$ cat config.mk
export PLATFORM = sky130hd
export DESIGN_NAME = sha256_byte_stream_hasher_flat
export DESIGN_NICKNAME = d
export VERILOG_FILES = /design/src/rtl/sha_pkg.sv /design/src/rtl/sha_if.sv /design/src/rtl/sha_round.sv /design/src/rtl/sha256_byte_stream_hasher.sv /design/src/flat_wrapper.sv
export SDC_FILE = /design/constraint.sdc
export NUM_CORES = 2
export LEC_CHECK = 0
export BUFFER_PORTS_ARGS = -buffer_cell sky130_fd_sc_hd__buf_2
export CORE_MARGIN = 5
export CORE_UTILIZATION = 65
export DETAILED_ROUTE_END_ITERATION = 10
export PLACE_DENSITY = 0.83
export SLEW_MARGIN = 20
export SYNTH_ARGS = -nofsm -noshare
export SYNTH_HDL_FRONTEND = slang
export SYNTH_SLANG_ARGS = --single-unit
$ cat constraint.sdc
create_clock -name clk -period 27.9 [get_ports clk]
set_input_delay 0 -clock clk [delete_from_list [all_inputs] [get_ports clk]]
set_output_delay 0 -clock clk [all_outputs]
set_load 0.1 [all_outputs]
$ cat src/rtl/sha_pkg.sv
// Shared types and constants of the SHA-256 byte stream hasher.
`default_nettype none

package sha_pkg;

  typedef struct packed {
    logic [31:0] a;
    logic [31:0] b;
    logic [31:0] c;
    logic [31:0] d;
    logic [31:0] e;
    logic [31:0] f;
    logic [31:0] g;
    logic [31:0] h;
  } sha_vars_t;

  localparam logic OP_ABSORB = 1'b0;
  localparam logic OP_FINISH = 1'b1;

  localparam logic [31:0] SHA_K [64] = '{
    32'h428A2F98, 32'h71374491, 32'hB5C0FBCF, 32'hE9B5DBA5,
    32'h3956C25B, 32'h59F111F1, 32'h923F82A4, 32'hAB1C5ED5,
    32'hD807AA98, 32'h12835B01, 32'h243185BE, 32'h550C7DC3,
    32'h72BE5D74, 32'h80DEB1FE, 32'h9BDC06A7, 32'hC19BF174,
    32'hE49B69C1, 32'hEFBE4786, 32'h0FC19DC6, 32'h240CA1CC,
    32'h2DE92C6F, 32'h4A7484AA, 32'h5CB0A9DC, 32'h76F988DA,
    32'h983E5152, 32'hA831C66D, 32'hB00327C8, 32'hBF597FC7,
    32'hC6E00BF3, 32'hD5A79147, 32'h06CA6351, 32'h14292967,
    32'h27B70A85, 32'h2E1B2138, 32'h4D2C6DFC, 32'h53380D13,
    32'h650A7354, 32'h766A0ABB, 32'h81C2C92E, 32'h92722C85,
    32'hA2BFE8A1, 32'hA81A664B, 32'hC24B8B70, 32'hC76C51A3,
    32'hD192E819, 32'hD6990624, 32'hF40E3585, 32'h106AA070,
    32'h19A4C116, 32'h1E376C08, 32'h2748774C, 32'h34B0BCB5,
    32'h391C0CB3, 32'h4ED8AA4A, 32'h5B9CCA4F, 32'h682E6FF3,
    32'h748F82EE, 32'h78A5636F, 32'h84C87814, 32'h8CC70208,
    32'h90BEFFFA, 32'hA4506CEB, 32'hBEF9A3F7, 32'hC67178F2
  };

  localparam logic [31:0] SHA_IV [8] = '{
    32'h6a09e667, 32'hbb67ae85, 32'h3c6ef372, 32'ha54ff53a,
    32'h510e527f, 32'h9b05688c, 32'h1f83d9ab, 32'h5be0cd19
  };

  localparam logic [7:0]  PAD_MARK   = 8'h80;
  localparam logic [5:0]  LEN_START  = 6'd56;
  localparam logic [5:0]  LAST_BYTE  = 6'd63;
  localparam logic [63:0] BLOCK_BITS = 64'd512;

endpackage

`default_nettype wire

$ cat src/rtl/sha_if.sv
// Valid/ready channel interfaces for the byte input and the digest output.
`default_nettype none

interface sha_in_if;
  logic       valid;
  logic       ready;
  logic       opcode;
  logic [7:0] data_byte;

  modport source (output valid, output opcode, output data_byte, input ready);
  modport sink (input valid, input opcode, input data_byte, output ready);
endinterface

interface sha_out_if;
  logic        valid;
  logic        ready;
  logic [31:0] digest_word;
  logic [2:0]  word_index;
  logic        last_word;

  modport source (output valid, output digest_word, output word_index, output last_word,
                  input ready);
  modport sink (input valid, input digest_word, input word_index, input last_word,
                output ready);
endinterface

`default_nettype wire

$ cat src/rtl/sha_round.sv
// One SHA-256 round and one message schedule step, shared by all 64 rounds.
`default_nettype none

module sha_round import sha_pkg::*; (
  input  sha_vars_t   vars_i,
  input  logic [31:0] w0_i,
  input  logic [31:0] w1_i,
  input  logic [31:0] w9_i,
  input  logic [31:0] w14_i,
  input  logic [31:0] k_i,
  output sha_vars_t   vars_o,
  output logic [31:0] sched_o
);

  function automatic logic [31:0] rotr(input logic [31:0] x, input int unsigned n);
    return (x >> n) | (x << (32 - n));
  endfunction

  logic [31:0] big_s0, big_s1, ch, maj, t1, t2, sm_s0, sm_s1;

  always_comb begin
    big_s1 = rotr(vars_i.e, 6) ^ rotr(vars_i.e, 11) ^ rotr(vars_i.e, 25);
    ch     = (vars_i.e & vars_i.f) ^ (~vars_i.e & vars_i.g);
    t1     = vars_i.h + big_s1 + ch + k_i + w0_i;
    big_s0 = rotr(vars_i.a, 2) ^ rotr(vars_i.a, 13) ^ rotr(vars_i.a, 22);
    maj    = (vars_i.a & vars_i.b) ^ (vars_i.a & vars_i.c) ^ (vars_i.b & vars_i.c);
    t2     = big_s0 + maj;

    vars_o.h = vars_i.g;
    vars_o.g = vars_i.f;
    vars_o.f = vars_i.e;
    vars_o.e = vars_i.d + t1;
    vars_o.d = vars_i.c;
    vars_o.c = vars_i.b;
    vars_o.b = vars_i.a;
    vars_o.a = t1 + t2;

    // Word t+16 of the schedule, built from the sliding window w[t..t+15].
    sm_s0   = rotr(w1_i, 7) ^ rotr(w1_i, 18) ^ (w1_i >> 3);
    sm_s1   = rotr(w14_i, 17) ^ rotr(w14_i, 19) ^ (w14_i >> 10);
    sched_o = sm_s1 + w9_i + sm_s0 + w0_i;
  end

endmodule

`default_nettype wire

$ cat src/rtl/sha256_byte_stream_hasher.sv
// Top level: SHA-256 over a byte stream, one shared round unit under a sequencer.
// Absorb: one byte per cycle; byte 64 of a block starts a compression (load, 64 rounds, add).
// Finish: one padding byte per cycle to the end of the block, with a pause before the length,
// one or two compressions, then eight words, one per ready cycle.
// The round loop of the shared unit sets the rate; no item is taken during a compression.
// Reset (rst_n low, synchronous) loads the initial hash values and clears the counts.
`default_nettype none

module sha256_byte_stream_hasher import sha_pkg::*; (
  input  wire logic  clk,
  input  wire logic  rst_n,
  sha_in_if.sink     in_chan,
  sha_out_if.source  out_chan
);

  localparam logic [2:0] S_IDLE   = 3'd0;
  localparam logic [2:0] S_PADZ   = 3'd1;
  localparam logic [2:0] S_PADLEN = 3'd2;
  localparam logic [2:0] S_LOAD   = 3'd3;
  localparam logic [2:0] S_ROUND  = 3'd4;
  localparam logic [2:0] S_ADD    = 3'd5;
  localparam logic [2:0] S_OUT    = 3'd6;

  logic [2:0]  state_r, state_nxt;
  logic [2:0]  ret_r, ret_nxt;
  logic [5:0]  cnt_r, cnt_nxt;
  logic [5:0]  rnd_r, rnd_nxt;
  logic [2:0]  widx_r, widx_nxt;
  logic [63:0] bits_r, bits_nxt;
  logic [63:0] len_r, len_nxt;
  logic [31:0] hash_r [8];
  logic [31:0] hash_nxt [8];
  logic [31:0] win_r [16];
  logic [31:0] win_nxt [16];
  sha_vars_t   vars_r, vars_nxt, vars_rnd;
  logic [31:0] sched;
  logic        shift_en;
  logic [7:0]  shift_byte;
  logic        in_acc, out_acc;

  sha_round u_round (
    .vars_i  (vars_r),
    .w0_i    (win_r[0]),
    .w1_i    (win_r[1]),
    .w9_i    (win_r[9]),
    .w14_i   (win_r[14]),
    .k_i     (SHA_K[rnd_r]),
    .vars_o  (vars_rnd),
    .sched_o (sched)
  );

  assign in_chan.ready        = (state_r == S_IDLE);
  assign in_acc               = in_chan.valid && in_chan.ready;
  assign out_chan.valid       = (state_r == S_OUT);
  assign out_acc              = out_chan.valid && out_chan.ready;
  assign out_chan.digest_word = hash_r[widx_r];
  assign out_chan.word_index  = widx_r;
  assign out_chan.last_word   = (widx_r == 3'd7);

  always_comb begin
    state_nxt  = state_r;
    ret_nxt    = ret_r;
    cnt_nxt    = cnt_r;
    rnd_nxt    = rnd_r;
    widx_nxt   = widx_r;
    bits_nxt   = bits_r;
    len_nxt    = len_r;
    hash_nxt   = hash_r;
    vars_nxt   = vars_r;
    shift_en   = 1'b0;
    shift_byte = 8'd0;

    unique case (state_r)
      S_IDLE: begin
        if (in_acc) begin
          shift_en = 1'b1;
          cnt_nxt  = cnt_r + 6'd1;
          if (in_chan.opcode == OP_ABSORB) begin
            shift_byte = in_chan.data_byte;
            if (cnt_r == LAST_BYTE) begin
              bits_nxt  = bits_r + BLOCK_BITS;
              ret_nxt   = S_IDLE;
              state_nxt = S_LOAD;
            end
          end else begin
            shift_byte = PAD_MARK;
            len_nxt    = bits_r + {55'd0, cnt_r, 3'd0};
            ret_nxt    = S_PADZ;
            state_nxt  = (cnt_r == LAST_BYTE) ? S_LOAD : S_PADZ;
          end
        end
      end
      S_PADZ: begin
        if (cnt_r == LEN_START) begin
          state_nxt = S_PADLEN;
        end else begin
          // Zero fill; a full block is compressed and filling resumes in the next one.
          shift_en = 1'b1;
          cnt_nxt  = cnt_r + 6'd1;
          if (cnt_r == LAST_BYTE) begin
            ret_nxt   = S_PADZ;
            state_nxt = S_LOAD;
          end
        end
      end
      S_PADLEN: begin
        shift_en   = 1'b1;
        shift_byte = len_r[63:56];
        len_nxt    = {len_r[55:0], 8'd0};
        cnt_nxt    = cnt_r + 6'd1;
        if (cnt_r == LAST_BYTE) begin
          ret_nxt   = S_OUT;
          state_nxt = S_LOAD;
        end
      end
      S_LOAD: begin
        vars_nxt  = '{a: hash_r[0], b: hash_r[1], c: hash_r[2], d: hash_r[3],
                      e: hash_r[4], f: hash_r[5], g: hash_r[6], h: hash_r[7]};
        rnd_nxt   = 6'd0;
        state_nxt = S_ROUND;
      end
      S_ROUND: begin
        vars_nxt = vars_rnd;
        rnd_nxt  = rnd_r + 6'd1;
        if (rnd_r == LAST_BYTE) begin
          state_nxt = S_ADD;
        end
      end
      S_ADD: begin
        hash_nxt[0] = hash_r[0] + vars_r.a;
        hash_nxt[1] = hash_r[1] + vars_r.b;
        hash_nxt[2] = hash_r[2] + vars_r.c;
        hash_nxt[3] = hash_r[3] + vars_r.d;
        hash_nxt[4] = hash_r[4] + vars_r.e;
        hash_nxt[5] = hash_r[5] + vars_r.f;
        hash_nxt[6] = hash_r[6] + vars_r.g;
        hash_nxt[7] = hash_r[7] + vars_r.h;
        widx_nxt    = 3'd0;
        state_nxt   = ret_r;
      end
      S_OUT: begin
        if (out_acc) begin
          widx_nxt = widx_r + 3'd1;
          if (widx_r == 3'd7) begin
            hash_nxt  = SHA_IV;
            cnt_nxt   = 6'd0;
            bits_nxt  = 64'd0;
            state_nxt = S_IDLE;
          end
        end
      end
      default: begin
        state_nxt = S_IDLE;
      end
    endcase
  end

  // The window doubles as the byte buffer: bytes shift in at the low byte of word 15, and
  // during rounds it slides by one schedule word.
  always_comb begin
    win_nxt = win_r;
    if (shift_en) begin
      for (int i = 0; i < 15; i++) begin
        win_nxt[i] = {win_r[i][23:0], win_r[i+1][31:24]};
      end
      win_nxt[15] = {win_r[15][23:0], shift_byte};
    end else if (state_r == S_ROUND) begin
      for (int i = 0; i < 15; i++) begin
        win_nxt[i] = win_r[i+1];
      end
      win_nxt[15] = sched;
    end
  end

  always_ff @(posedge clk) begin
    if (!rst_n) begin
      state_r <= S_IDLE;
      ret_r   <= S_IDLE;
      cnt_r   <= 6'd0;
      rnd_r   <= 6'd0;
      widx_r  <= 3'd0;
      bits_r  <= 64'd0;
      hash_r  <= SHA_IV;
    end else begin
      state_r <= state_nxt;
      ret_r   <= ret_nxt;
      cnt_r   <= cnt_nxt;
      rnd_r   <= rnd_nxt;
      widx_r  <= widx_nxt;
      bits_r  <= bits_nxt;
      hash_r  <= hash_nxt;
    end
  end

  always_ff @(posedge clk) begin
    len_r  <= len_nxt;
    vars_r <= vars_nxt;
    win_r  <= win_nxt;
  end

endmodule

`default_nettype wire

$ cat src/flat_wrapper.sv
// flat-port wrapper written by rule: the top's interface ports become plain ports
module sha256_byte_stream_hasher_flat import sha_pkg::*;
  (clk, rst_n, in_chan_valid, in_chan_opcode, in_chan_data_byte, in_chan_ready, out_chan_valid, out_chan_digest_word, out_chan_word_index, out_chan_last_word, out_chan_ready);
  sha_in_if in_chan_i ();
  sha_out_if out_chan_i ();
  input  wire logic clk;
  input  wire logic rst_n;
  input wire logic [$bits(in_chan_i.valid)-1:0] in_chan_valid;
  input wire logic [$bits(in_chan_i.opcode)-1:0] in_chan_opcode;
  input wire logic [$bits(in_chan_i.data_byte)-1:0] in_chan_data_byte;
  output wire logic [$bits(in_chan_i.ready)-1:0] in_chan_ready;
  output wire logic [$bits(out_chan_i.valid)-1:0] out_chan_valid;
  output wire logic [$bits(out_chan_i.digest_word)-1:0] out_chan_digest_word;
  output wire logic [$bits(out_chan_i.word_index)-1:0] out_chan_word_index;
  output wire logic [$bits(out_chan_i.last_word)-1:0] out_chan_last_word;
  input wire logic [$bits(out_chan_i.ready)-1:0] out_chan_ready;
  assign in_chan_i.valid = in_chan_valid;
  assign in_chan_i.opcode = in_chan_opcode;
  assign in_chan_i.data_byte = in_chan_data_byte;
  assign in_chan_ready = in_chan_i.ready;
  assign out_chan_valid = out_chan_i.valid;
  assign out_chan_digest_word = out_chan_i.digest_word;
  assign out_chan_word_index = out_chan_i.word_index;
  assign out_chan_last_word = out_chan_i.last_word;
  assign out_chan_i.ready = out_chan_ready;
  sha256_byte_stream_hasher u_core (.clk(clk), .rst_n(rst_n), .in_chan(in_chan_i), .out_chan(out_chan_i));
endmodule
==> impl_metrics.py <==
metrics = {
    "placed_design": {
        "dpl_cell_area_mm2": 0.0770,
        "gp_congestion": 1.04,
        "io_buffers": 50,
        "dp_hpwl_um": 165000,
        "dp_slack_ns": 17.97,
    },
    "route": {
        "wl_per_cell_um": 23.9,
        "dr.first_iter.drc_count": 7821,
        "post-route-drc-count": 0,
        "drt-total-wl_um": 232000,
        "dr_total_vias": 62653,
        "vias_per_cell": 6.46,
        "firstDrtPassIters": 6,
        "postRouteAntennaNets": 0,
    },
    "layout": {
        "layout-drive-gt1-share_pct": 6.75,
        "design_area_mm2": 0.0810,
        "final_util_pct": 69.8,
        "nets": 8671,
        "area_delta_synth_final_pct": 6.72,
    },
    "sta": {
        "finalMaxSlewViolations": 0,
        "skew_ns": 0.0447,
        "grt_setup_unrepaired": "false",
        "slew_headroom_pct": 22.2,
        "finalCritPeriodShare_pct": 36.5,
        "worst_slack_ns": 17.72,
        "finalHoldViolations": 0,
        "period_needed_ns": 10.18,
        "setup_viol": 0,
        "fmax_mhz": 98.2,
        "max_slew.worst_pin.slew_ns": 1.17,
        "tns_ns": 0,
    },
    "clock_tree": {
        "cts_setup_buffers": 0,
        "clock_tree.root_cell": "clkbuf_16",
        "cts.sinks": 1160,
        "cts_resized": 0,
        "numCtsBuffers": 120,
        "cts_tree": "built",
        "clk_pin_slew_ns": 0.07,
        "cts_max_level": 3,
        "clk_latency_ns": 0.76,
        "clk_path_buf_depth": 3,
    },
    "grt": {
        "antenna_found_initial": 6,
        "grt_overflow_total": 0,
        "grt_pass1_vias": 60474,
        "grt_pass1_wl_um": 352000,
        "met3_usage_pct": 7.43,
        "grt_max_degree": 253,
        "met2_usage_pct": 58.7,
        "gr-usage-met1_pct": 46.9,
        "grt_use_total_pct": 36.9,
        "top_usage_layer": "met2",
    },
    "min_path": {
        "holdPathStages": 3,
        "hold_class": "primary input to flip-flop",
        "hp-start": "in_chan_valid",
        "min_to": "u_core.win_r[1]",
    },
    "critical_path": {
        "worstReg2RegEnd": "u_core.vars_r[252]",
        "crit_required_ns": 28.42,
        "critPathMaxFanout": 27,
        "arrival_ns": 10.70,
        "critPathMaxStageDelay_ns": 0.70,
        "critical_path.slowest_cell": "ha_1",
        "ff2ff_setup_slack_ns": 17.72,
        "path_buf_inv": 6,
        "reg2reg_from": "u_core.rnd_r[0]",
        "crit_type": "flip-flop to flip-flop",
        "reg2reg_depth": 38,
        "critPathLaunchType": "flip-flop",
        "crit_family": "compound AO/OA/AOI/OAI gates",
        "end_kind": "flip-flop",
    },
    "logic_synthesis": {
        "yosys_warnings": 0,
        "synthArstFlopShare_pct": 0,
        "synth_top_area_cell": "edfxtp_1",
        "netlist_instances": 8282,
        "synth_area_per_cell_um2": 9.17,
        "synth-seq-cells": 1160,
        "synthTopCellsByArea": "edfxtp_1 (33%), nand2_1 (12%), dfxtp_1 (8.7%)",
        "synth_top_area_share_pct": 32.8,
        "synth_edf_count": 829,
        "synth_cell_types": 97,
        "ys_seq_area_share_pct": 41.5,
        "synthTopCellsByCount": "nand2_1 (2403), edfxtp_1 (829), clkbuf_1 (430), o21ai_0 (420)",
        "synth_area_mm2": 0.0759,
        "synth.most_common_cell": "nand2_1",
        "synth_ff_type": "edfxtp_1",
        "synthesis.nets": 8889,
    },
    "pwr": {
        "peakVddDrop_uv": 127,
        "power_uw": 6230,
        "leakagePower_uw": 0.0332,
        "powerDensity_mw_per_mm2": 76.9,
    },
    "flow_run": {
        "drv_cap": 0,
    },
    "floorplan": {
        "core_area_mm2": 0.116,
        "ioPinCount": 51,
        "die_height_um": 352,
        "rows": 125,
        "dieArea_mm2": 0.124,
        "die_x_um": 352,
        "initial_core_util_pct": 65.4,
    },
    "run_status": {
        "status": "completed",
    },
}
stage by stage:
stage | hold slack [ns] | instances
finish | 0.0599 | 9695
detailed placement | 0.331 | 9455
global route | 0.0119 | 9692
CTS | 0.0960 | 9692
floorplan | 0.168 | 8282
global placement | 0.312 | 9455
final cells by class:
type                    instances  area (um2)
diodes                          3        7.51
clock buffers                 161        3330
clock inverters                65         571
fillers                      8671       35000
inverters                     260         983
multi-input cells            6391       41800
flip-flops and latches       1160       31500
well taps                    1524        1910
repair buffers                131         930
worst min-delay path: stages:
cell	delay, ns
buf_2	0.19
o21ai_2	0.25
o21ai_0	0.22
where the power goes:
| part | total, uW | internal [uW] | switching (uW) |
|---|---|---|---|
| Clock | 1610 | 910 | 704 |
| Combinational | 2370 | 918 | 1460 |
| Sequential | 2240 | 2080 | 157 |
worst max-delay path by stage:
stage,endpoint,start,cells past startpoint,slack [ns]
final,u_core.vars_r[252],u_core.rnd_r[0],38,17.72
after global routing,u_core.vars_r[252],u_core.rnd_r[0],39,17.25
after CTS,u_core.vars_r[252],u_core.rnd_r[0],39,17.95
after detailed placement,u_core.vars_r[252],u_core.rnd_r[0],39,17.97
after global placement,u_core.vars_r[252],u_core.rnd_r[0],38,17.93
after floorplan,u_core.win_r[0],u_core.state_r[0],7,14.25
cells by family (layout without fill, tap and decap cells):
family                     count (synthesis)  count (layout)  share of synthesized area [%]
DFF                                     1160            1160                           41.5
buffers and inverters                    731             617                           3.63
AOI/OAI and AO/OA                       1622            1622                           13.4
xor gates and xnor gates                 602             602                           6.95
muxes                                    201             201                           4.03
other                                      0               3                              0
adders and majority gates                620             620                           12.1
and+or+nand+nor                         3346            3346                           18.4
cells in the final DEF, fill, tap and decap left out, types with 36 or more instances in the layout:
cell type | netlist | routed
o21a_1 | 64 | 63
a22oi_1 | 72 | 72
a21o_1 | 165 | 165
fa_1 | 195 | 195
o21ai_0 | 420 | 420
mux4_2 | 73 | 73
or3_1 | 40 | 39
edfxtp_1 | 829 | 829
a21oi_1 | 419 | 418
a211oi_1 | 48 | 48
and3_1 | 37 | 36
o21bai_1 | 42 | 42
o22ai_1 | 102 | 102
nand2_1 | 2403 | 2398
mux2_2 | 106 | 106
buf_4 | 1 | 67
nor2b_1 | 137 | 137
nor2_1 | 323 | 320
nor3_1 | 89 | 88
nand3_1 | 106 | 106
a31oi_1 | 40 | 40
clkbuf_16 | 0 | 124
dfxtp_1 | 331 | 324
xor2_1 | 182 | 182
ha_1 | 399 | 399
nand2b_1 | 71 | 71
xnor2_1 | 419 | 419
buf_2 | 3 | 49
inv_1 | 258 | 256
routing by layer:
layer / wire length, um / vias up
met1: 87100 / 30035
met4: 17100 / 6
met3: 22100 / 837
met2: 106000 / 3464
met5: 186 / -
li1: - / 28311
flip-flops by register name (all words and copies together) (netlist names):
register	cells
u_core.rnd_r	6
u_core.vars_r	256
u_core.state_r	3
u_core.bits_r	55
u_core.win_r	512
u_core.out_chan.word_index	3
u_core.cnt_r	6
u_core.len_r	61
u_core.hash_r	256
u_core.ret_r	2
what timing repair did:
item,in CTS,in global routing
hold buffers,11,0
endpoints found under the hold margin,73,0
setup endpoints to repair,0,0
(Power assumes the default switching activity.)
